--- config.mk ---
export PLATFORM = sky130hd
export DESIGN_NAME = triangle_edge_fixed_point_stepper
export DESIGN_NICKNAME = d
export VERILOG_FILES = /design/src/hw/rtl/tefs_pkg.sv /design/src/hw/rtl/triangle_edge_fixed_point_stepper.sv
export SDC_FILE = /design/constraint.sdc
export NUM_CORES = 1
export LEC_CHECK = 0
export ABC_CLOCK_PERIOD_IN_PS = 5000
export BUFFER_PORTS_ARGS = -buffer_cell sky130_fd_sc_hd__buf_2
export CAP_MARGIN = 20
export CORE_MARGIN = 4
export CORE_UTILIZATION = 38
export CTS_CLUSTER_DIAMETER = 80
export DETAILED_ROUTE_END_ITERATION = 10
export PLACE_DENSITY_LB_ADDON = 0.05
export SYNTH_ARGS = -nofsm -noshare
export SYNTH_HDL_FRONTEND = slang
export SYNTH_SLANG_ARGS = --single-unit
--- constraint.sdc ---
create_clock -name clk -period 5 [get_ports clk]
set_input_delay 1 -clock clk [delete_from_list [all_inputs] [get_ports clk]]
set_output_delay 1 -clock clk [all_outputs]
set_load 0.03 [all_outputs]
--- src/hw/rtl/tefs_pkg.sv ---
package tefs_pkg;

  // field widths
  localparam int FUNC_W = 1;
  localparam int SX_W   = 12;
  localparam int DX_W   = 11;
  localparam int DY_W   = 9;
  localparam int X_W    = 13;

  // packed stream widths (whole bytes)
  localparam int IN_DATA_W  = 32;
  localparam int OUT_DATA_W = 16;

  // state widths
  localparam int ACC_W = 45;
  localparam int INC_W = 43;

  localparam int FRACTION_BITS_DEF = 32;
  localparam int BIAS_LOW_BITS     = 11;

  localparam int X_MAX = 4095;
  localparam int X_MIN = -4096;

  typedef enum logic [FUNC_W-1:0] {
    FUNC_SETUP = 1'b0,
    FUNC_STEP  = 1'b1
  } func_t;

endpackage

--- src/hw/rtl/triangle_edge_fixed_point_stepper.sv ---
// channel  dir  handshake                tdata / tuser
// s_axis   in   s_tvalid / s_tready      start_x, delta_x, delta_y ; func
// m_axis   out  m_tvalid / m_tready      edge_x
//
// A step item passes the saturating add into the pending register and is
// then handed to the output register. A setup item stalls the input while
// the bit-serial restoring divider runs, one quotient bit a cycle.
// Reset (rst, synchronous) clears accumulator, increment and all control.
// The output register lets a new item in while a result waits; a stalled
// output holds one further result in the pending register, then input stalls.
module triangle_edge_fixed_point_stepper
  import tefs_pkg::*;
#(
  parameter int FRACTION_BITS = FRACTION_BITS_DEF
) (
  input  logic                  clk,
  input  logic                  rst,
  input  logic                  s_tvalid,
  output logic                  s_tready,
  input  logic [IN_DATA_W-1:0]  s_tdata,   // start_x[11:0], delta_x[22:12], delta_y[31:23]
  input  logic [FUNC_W-1:0]     s_tuser,   // func[0]
  output logic                  m_tvalid,
  input  logic                  m_tready,
  output logic [OUT_DATA_W-1:0] m_tdata    // edge_x[12:0], zeros above
);

  localparam int MAG_W = FRACTION_BITS + DX_W;
  localparam int CNT_W = $clog2(MAG_W);
  localparam logic [ACC_W-1:0] ACC_BIAS =
    (ACC_W'(1) << FRACTION_BITS) - (ACC_W'(1) << BIAS_LOW_BITS);
  localparam logic signed [ACC_W-1:0] ACC_MAX = {1'b0, {(ACC_W-1){1'b1}}};
  localparam logic signed [ACC_W-1:0] ACC_MIN = {1'b1, {(ACC_W-1){1'b0}}};
  localparam logic signed [ACC_W-1:0] XS_MAX  = ACC_W'(X_MAX);
  localparam logic signed [ACC_W-1:0] XS_MIN  = ACC_W'(X_MIN);

  typedef enum logic {
    S_IDLE,
    S_DIV
  } state_t;

  state_t                    state;
  logic signed [ACC_W-1:0]   acc;
  logic signed [INC_W-1:0]   inc;
  logic [MAG_W-1:0]          dvd;
  logic [DY_W-1:0]           rem;
  logic [DY_W-1:0]           dy_r;
  logic                      neg;
  logic [CNT_W-1:0]          cnt;
  logic                      pend;
  logic [X_W-1:0]            pend_x;
  logic [X_W-1:0]            out_x;

  // input fields
  logic signed [SX_W-1:0] start_x;
  logic signed [DX_W-1:0] delta_x;
  logic [DY_W-1:0]        delta_y;
  func_t                  func;

  assign start_x = s_tdata[SX_W-1:0];
  assign delta_x = s_tdata[SX_W+DX_W-1:SX_W];
  assign delta_y = s_tdata[SX_W+DX_W+DY_W-1:SX_W+DX_W];
  assign func    = func_t'(s_tuser);

  logic accept;
  logic out_free;
  assign s_tready = (state == S_IDLE) && !pend;
  assign accept   = s_tvalid && s_tready;
  assign out_free = !m_tvalid || m_tready;
  assign m_tdata  = OUT_DATA_W'(out_x);

  // setup operands
  logic [DX_W-1:0]          abs_dx;
  logic [DY_W-1:0]          dy_eff;
  logic [DY_W-1:0]          rnd_bias;
  logic [MAG_W-1:0]         mag;
  logic signed [ACC_W-1:0]  sx_ext;
  logic signed [ACC_W-1:0]  acc_init;

  always_comb begin
    abs_dx   = delta_x[DX_W-1] ? DX_W'(-delta_x) : DX_W'(delta_x);
    dy_eff   = (delta_y == '0) ? DY_W'(1) : delta_y;
    rnd_bias = (abs_dx != '0) ? DY_W'(dy_eff - DY_W'(1)) : '0;
    // low fraction bits are empty, so the bias just fills them
    mag      = {abs_dx, FRACTION_BITS'(rnd_bias)};
    sx_ext   = {{(ACC_W-SX_W){start_x[SX_W-1]}}, start_x};
    acc_init = (sx_ext <<< FRACTION_BITS) + ACC_BIAS;
  end

  // step: saturating add, floor, clamp
  logic signed [ACC_W:0]    sum;
  logic signed [ACC_W-1:0]  sum_sat;
  logic signed [ACC_W-1:0]  int_part;
  logic [X_W-1:0]           step_x;

  always_comb begin
    sum = {acc[ACC_W-1], acc} + {{(ACC_W+1-INC_W){inc[INC_W-1]}}, inc};
    if (sum[ACC_W] != sum[ACC_W-1]) begin
      sum_sat = sum[ACC_W] ? ACC_MIN : ACC_MAX;
    end else begin
      sum_sat = sum[ACC_W-1:0];
    end
    int_part = sum_sat >>> FRACTION_BITS;
    if (int_part > XS_MAX) begin
      step_x = X_W'(XS_MAX);
    end else if (int_part < XS_MIN) begin
      step_x = X_W'(XS_MIN);
    end else begin
      step_x = int_part[X_W-1:0];
    end
  end

  // one restoring division step
  logic [DY_W:0]    trial;
  logic             q_bit;
  logic [DY_W-1:0]  rem_next;
  logic [MAG_W-1:0] dvd_next;

  always_comb begin
    trial    = {rem, dvd[MAG_W-1]};
    q_bit    = trial >= {1'b0, dy_r};
    rem_next = q_bit ? DY_W'(trial - {1'b0, dy_r}) : trial[DY_W-1:0];
    dvd_next = {dvd[MAG_W-2:0], q_bit};
  end

  always_ff @(posedge clk) begin
    if (rst) begin
      state    <= S_IDLE;
      acc      <= '0;
      inc      <= '0;
      pend     <= 1'b0;
      m_tvalid <= 1'b0;
      cnt      <= '0;
    end else begin
      if (out_free) begin
        m_tvalid <= pend;
        out_x    <= pend_x;
        // an accept needs pend low, so this never meets the set below
        if (pend) begin
          pend <= 1'b0;
        end
      end
      case (state)
        S_IDLE: begin
          if (accept) begin
            pend <= 1'b1;
            if (func == FUNC_SETUP) begin
              acc    <= acc_init;
              pend_x <= X_W'(start_x);
              dvd    <= mag;
              rem    <= '0;
              dy_r   <= dy_eff;
              neg    <= delta_x[DX_W-1];
              cnt    <= CNT_W'(MAG_W - 1);
              state  <= S_DIV;
            end else begin
              acc    <= sum_sat;
              pend_x <= step_x;
            end
          end
        end
        S_DIV: begin
          dvd <= dvd_next;
          rem <= rem_next;
          cnt <= cnt - CNT_W'(1);
          if (cnt == '0) begin
            inc   <= neg ? -INC_W'(dvd_next) : INC_W'(dvd_next);
            state <= S_IDLE;
          end
        end
        default: state <= S_IDLE;
      endcase
    end
  end

  // a setup item starts the divider
  a_setup_divides: assert property (@(posedge clk) disable iff (rst)
    (accept && func == FUNC_SETUP) |=> state == S_DIV)
    else $error("setup item did not start division");

  // remainder stays below the divisor
  a_rem_bound: assert property (@(posedge clk) disable iff (rst)
    (state == S_DIV) |-> rem < dy_r)
    else $error("division remainder out of range");

  // a pending result is kept while the output register is stalled
  a_pend_kept: assert property (@(posedge clk) disable iff (rst)
    (pend && m_tvalid && !m_tready) |=> pend && $stable(pend_x))
    else $error("pending result lost");

  // every accepted item leaves a pending result
  a_accept_pend: assert property (@(posedge clk) disable iff (rst)
    accept |=> pend)
    else $error("accepted item produced no result");

endmodule

=== Word level (Yosys, flattened, before mapping) ===
Cells that the tools add are included.

* Bits in registers: 185
* Output and inout bits: 18

* $add $sub $neg: 7
* $lt $le $gt $ge: 3
* Eq/ne operators: 3
* Multiplexer cells: 27
* Bitwise gates (word level): 3
* Reductions and logical operators: 15

{| class="wikitable"
|+ Operator list
! kind !! number
|-
| $mux 45 || 3
|-
| $mux 43 || 3
|-
| $pmux 43 s2 || 1
|-
| $add 45x43->46 || 1
|-
| $add 44x33->45 const B || 1
|-
| $mux 9 || 5
|-
| $neg 43->43 || 1
|-
| $mux 13 || 3
|-
| $pmux 9 s2 || 1
|-
| $gt 13x13->1 const B || 1
|-
| $lt 13x13->1 const B || 1
|-
| $mux 6 || 2
|-
| $pmux 6 s2 || 1
|-
| $mux 11 || 1
|-
| $neg 11->11 || 1
|-
| $reduce_bool 11->1 || 1
|-
| $ge 10x9->1 || 1
|-
| $logic_not 9->1 || 1
|-
| $sub 9x1->9 const B || 1
|-
| $sub 9x9->9 || 1
|-
| $reduce_and 2->1 || 4
|-
| $logic_not 6->1 || 1
|-
| $mux 1 || 6
|-
| $reduce_and 3->1 || 2
|-
| 9 further kinds || 14
|}

=== Logic depth before layout (Yosys ltp) ===
* Depth after elaboration: 7
* Mapped depth: 19

=== Worst setup path before layout ===
OpenSTA, ideal clock, no wires.

* Path kind: in2reg
* Start: in rst
* End: reg dvd[0] (enable)
* Setup time: 0.462 ns
* Arrival time: 3.601 ns
* Data required time: 4.538 ns
* Path slack: 0.937 ns
* Cell stages on the path: 3
* Path buffers: 2
* Cell sequence: clkbuf_1 -> clkbuf_1 -> nor2_1

* Longest elaborated chain between the ends: 2

{| class="wikitable"
|+ Ends and longest elaborated chain
! element !! line !! RTL
|-
| from (decl) || triangle_edge_fixed_point_stepper.sv:17 || <nowiki>input logic rst,</nowiki>
|-
| $not 1->1 (no source line) || n/a ||
|-
| $reduce_and 3->1 (no source line) || n/a ||
|-
| to (signal assigned) || triangle_edge_fixed_point_stepper.sv:149 || <nowiki>dvd <= mag;</nowiki>
|-
| to (signal assigned) || triangle_edge_fixed_point_stepper.sv:162 || <nowiki>dvd <= dvd_next;</nowiki>
|-
| to (decl) || triangle_edge_fixed_point_stepper.sv:44 || <nowiki>logic [MAG_W-1:0] dvd;</nowiki>
|}

No other way between the ends.
A chain may end at the register's enable or synchronous reset.

=== Worst setup path after layout ===
* Start: reg acc[14]
* End: reg acc[33]

* Longest elaborated chain between the ends: 4

{| class="wikitable"
|+ Ends and longest elaborated chain
! element !! line !! RTL
|-
| from (decl) || triangle_edge_fixed_point_stepper.sv:42 || <nowiki>logic signed [ACC_W-1:0] acc;</nowiki>
|-
| from (signal assigned) || triangle_edge_fixed_point_stepper.sv:147 || <nowiki>acc <= acc_init;</nowiki>
|-
| from (signal assigned) || triangle_edge_fixed_point_stepper.sv:156 || <nowiki>acc <= sum_sat;</nowiki>
|-
| $add 45x43->46 * || triangle_edge_fixed_point_stepper.sv:96 || <nowiki>sum = {acc[ACC_W-1], acc} + {{(ACC_W+1-INC_W){inc[INC_W-1]}}, inc};</nowiki>
|-
| $mux 45 or $ne 1x1->1 (tied branches) || triangle_edge_fixed_point_stepper.sv:98, triangle_edge_fixed_point_stepper.sv:97 ||
|-
| $mux 45 * || triangle_edge_fixed_point_stepper.sv:97 || <nowiki>if (sum[ACC_W] != sum[ACC_W-1]) begin</nowiki>
|-
| $mux 45 * || triangle_edge_fixed_point_stepper.sv:146 || <nowiki>if (func == FUNC_SETUP) begin</nowiki>
|}

Mark *: on every way between the ends. The rest lies on a longest branch, timed or not.

==> key figures <==
Final layout
  – Final core utilization: a little over two fifths
  – Fin area: about 0.012 sq mm
  – Share of cells above drive strength 1: under 10%
  – Nets: 1381
  – Area Overhead vs Synth: 10.5%
  – Fill count: about 2900
  – Inserted Diodes: 0

Clocking
  – Clk root buf: clkbuf_16
  – CTS tree: built
  – H-tree depth: 4
  – CTS Buffer Depth: 2
  – Clock sink total: 185
  – CTS Hold Bufs: 0
  – Resized cells post-CTS: 0
  – Setup Buffers After CTS: 0
  – Latest clock arrival within the worst-skew pair: about 0.43 ns
  – Total CTS buffers: 17
  – Clock slew at reported path FFs: 0.08 ns

STA
  – RSZ-0062 raised after global routing: no
  – Period minus WS final: around 4.5 ns
  – Max_slew headroom: around 34%
  – Worst slew pin tran: 0.992 ns
  – Endpoints failing hold: 0
  – F_max: between 200 and 250 MHz
  – Final setup margin: between 0.4 and 0.5 ns
  – Tcrit/Tclk final: between 90 and 100%
  – Slew Limit Fails: 0
  – Final setup TNS: 0 ns
  – Fin Hold WS: 0.425 ns
  – Final setup viols: 0
  – Skew final: between 0.015 and 0.02 ns

Synthesis
  – Post-synthesis instance total: about 1300
  – EDFF count, synth: 88
  – Synth Area in Adders: under 10%
  – Ys flop type: dfxtp_1
  – Compound-gate portion of the synthesized area: 21.5%
  – Proportion of synthesized area in mux cells: less than 1%
  – Simple-gate share of the synthesized area: around 18%
  – Largest family of logic cells by synthesized area: compound AO/OA/AOI/OAI gates
  – Async SR Flop Fraction: 0%
  – XOR/XNOR Fraction of Synth Area: a little over 8%
  – Flops & latches, synth: ~190
  – Syn avg cell area: about 9 sq um
  – Mapped Area: between 0.01 and 0.015 sq mm
  – Seq/Total Area, Yosys: roughly 41%
  – Post-synth cell types: 70
  – Ys Warns: 0

Global route
  – Total GRT Usage: between 10% and 20%
  – Largest net degree at the start of global routing: 69
  – Global-route wire length before repair: around 47000 um
  – Vias in the first global route: between 8000 and 9000
  – Gr ovfl total: 0
  – Initial antenna violation count: 0

Die
  – DIE HEIGHT: 180 um
  – Initial core utilization: between 30% and 40%
  – I/O pins: 55
  – Die area: between 0.03 and 0.04 sq mm
  – Die width: about 180 um
  – FP Rows: 62
  – Core area: around 0.029 sq mm

Worst hold path
  – Worst Hold Depth: 0
  – HP Class: reg2reg

Critical path
  – Crit path DAT: ~4.8 ns
  – Critical path peak fanout: 8
  – Cell depth of the worst flop-to-flop path: 17
  – Startpoint Class: flip-flop
  – Critical path class: reg2reg
  – Flop2flop setup slack: between 0.4 and 0.5 ns
  – Worst EP required: between 5 and 6 ns
  – CP startpoint: acc[14]$_SDFFE_PP0P_
  – Worst reg2reg path startpoint: acc[14]$_SDFFE_PP0P_
  – Worst R2R End: acc[33]$_SDFFE_PP0P_
  – Critical Path End: acc[33]$_SDFFE_PP0P_
  – CP Capture Type: flip-flop

Routing
  – DR vias/cell: 5.40
  – Iter 0 DRT Violations: 526
  – Via count: between 9000 and 10000
  – Drt pass-1 iters: 5
  – Antenna-violating nets left: 0
  – Detailed-route DRC error count: 0
  – Total Wirelength: about 29000 um
  – WL per Instance: 17.2 um

Pwr
  – Maximum vdd ir drop: 0.000257 V
  – Lkg Pwr: roughly 4.8 nW
  – PwrDens: 331 mW/mm^2

Placement
  – Post-DP HPWL: about 21000 um
  – GPL Wtd Cong: roughly 0.88
  – Post-DP Area: between 0.01 and 0.015 sq mm
  – Port buffer count: 51
  – Setup Slack @ Placement: ~0.50 ns

Flow run
  – Max Cap Viol: 0

Run status
  – Status: completed
==> area by class of cell <==
type | count | area, sq um | area share [%]
Multi-Input combinational cell | 964 | 6230 | 50.1
Tap cell | 384 | 480 | 3.86
Clock buffer | 19 | 464 | 3.73
Sequential cell | 185 | 4590 | 36.9
Inverter | 44 | 165 | 1.33
Clock inverter | 13 | 128 | 1.03
Timing Repair Buffer | 69 | 390 | 3.14
==> synth_stat cells, types with 5 or more instances <==
cell type	count	area (sq um)
nor2b_1	11	68.8
xor2_1	58	508
nor4_1	6	37.5
nand2_1	122	458
a21boi_0	12	90.1
or3_1	15	93.8
or2_2	6	37.5
a31oi_1	9	56.3
nor2_1	127	477
and2_1	35	219
nand4_1	16	100
o211a_1	5	50.1
o21bai_1	12	90.1
or4_1	8	60.1
a211oi_1	42	315
o21ai_0	89	445
o41ai_1	6	52.6
nor3_1	20	100
xnor2_1	46	403
o211ai_1	9	67.6
o22ai_1	17	106
ha_1	61	763
edfxtp_1	88	2640
nand2b_1	12	75.1
a21oi_1	89	445
clkbuf_1	70	263
nand3_1	14	70.1
and3_1	5	31.3
a21o_1	18	135
inv_1	44	165
o31ai_1	20	150
dfxtp_1	97	1940
==> metrics by stage <==
step,total power [mW],cells
2_1_floorplan,2.51,1269
3_3_place_gp,2.78,1646
3_5_place_dp,2.79,1646
4_1_cts,4.17,1678
5_1_grt,4.36,1678
6_report,4.12,1678
==> logic make-up after synthesis <==
family | Yosys count
buffers and inverters | 120
XOR/XNOR | 104
other | 1
AO/OA/AOI/OAI | 372
adder cells (fa/ha/maj) | 63
multiplexers | 8
AND/OR/NAND/NOR | 414
flip-flops | 185
==> worst min path at each step <==
| stage | slack [ns] | from | end |
|---|---|---|---|
| 2_1_floorplan | 0.40 | pend_x[0]$_DFFE_PP_ | out_x[0]$_DFFE_PP_ |
| 5_1_grt | 0.43 | pend_x[5]$_DFFE_PP_ | out_x[5]$_DFFE_PP_ |
| 3_5_place_dp | 0.41 | pend_x[5]$_DFFE_PP_ | out_x[5]$_DFFE_PP_ |
| 4_1_cts | 0.42 | pend_x[0]$_DFFE_PP_ | out_x[0]$_DFFE_PP_ |
| 6_report | 0.43 | pend_x[3]$_DFFE_PP_ | out_x[3]$_DFFE_PP_ |
| 3_3_place_gp | 0.40 | pend_x[9]$_DFFE_PP_ | out_x[9]$_DFFE_PP_ |
==> power by group <==
group / leakage (nW) / internal (mW) / total [mW] / switching [mW]
Sequential: 1.62 / 1.74 / 1.83 / 0.0933
Clock: 0.293 / 0.704 / 1.37 / 0.666
Combinational: 2.88 / 0.342 / 0.923 / 0.580
==> cells in the final DEF, fill, tap and decap left out, types with 12 or more instances in the layout <==
master and count:
a211oi_1 42, o31ai_1 20, xnor2_1 46, clkbuf_16 18, xor2_1 58, nor3_1 20
o21ai_0 89, buf_4 18, a21boi_0 12, o22ai_1 17, buf_2 51, nand4_1 16
ha_1 61, nand3_1 14, o21bai_1 12, nand2_1 122, nand2b_1 12, nor2_1 124
a21o_1 18, and2_1 35, inv_1 44, a21oi_1 89, dfxtp_1 96, or3_1 15
edfxtp_1 88
==> sequential cells by signal (all words and copies together) (netlist names), 6 cells and up <==
register,count
rem,9
out_x,13
dy_r,9
cnt,6
acc,45
dvd,43
pend_x,13
inc,43
==> layer usage <==
metal | global-route usage, % | vias up | share of wire, %
met5 | 0 | - | 0
met4 | 4.30 | 0 | 1.6
met3 | 2.50 | 26 | 2.6
met1 | 26.1 | 4289 | 52
li1 | - | 4619 | -
met2 | 27.3 | 126 | 44
==> critical path, cell delays in order (launching register included) <==
cell and delay [ns]:
dfxtp_1 0.32, ha_1 0.37, and3_1 0.28, o21a_1 0.15, a2111o_1 0.40, a41o_1 0.26, a31oi_1 0.31, o211ai_1 0.14
a31oi_1 0.27, o21bai_1 0.10, a21oi_1 0.27, xnor2_1 0.16, ha_1 0.28, o211ai_1 0.20, nor2_1 0.21, nor4_1 0.44
buf_4 0.19, nor3_1 0.04
Power figures use the tool's default switching activity.
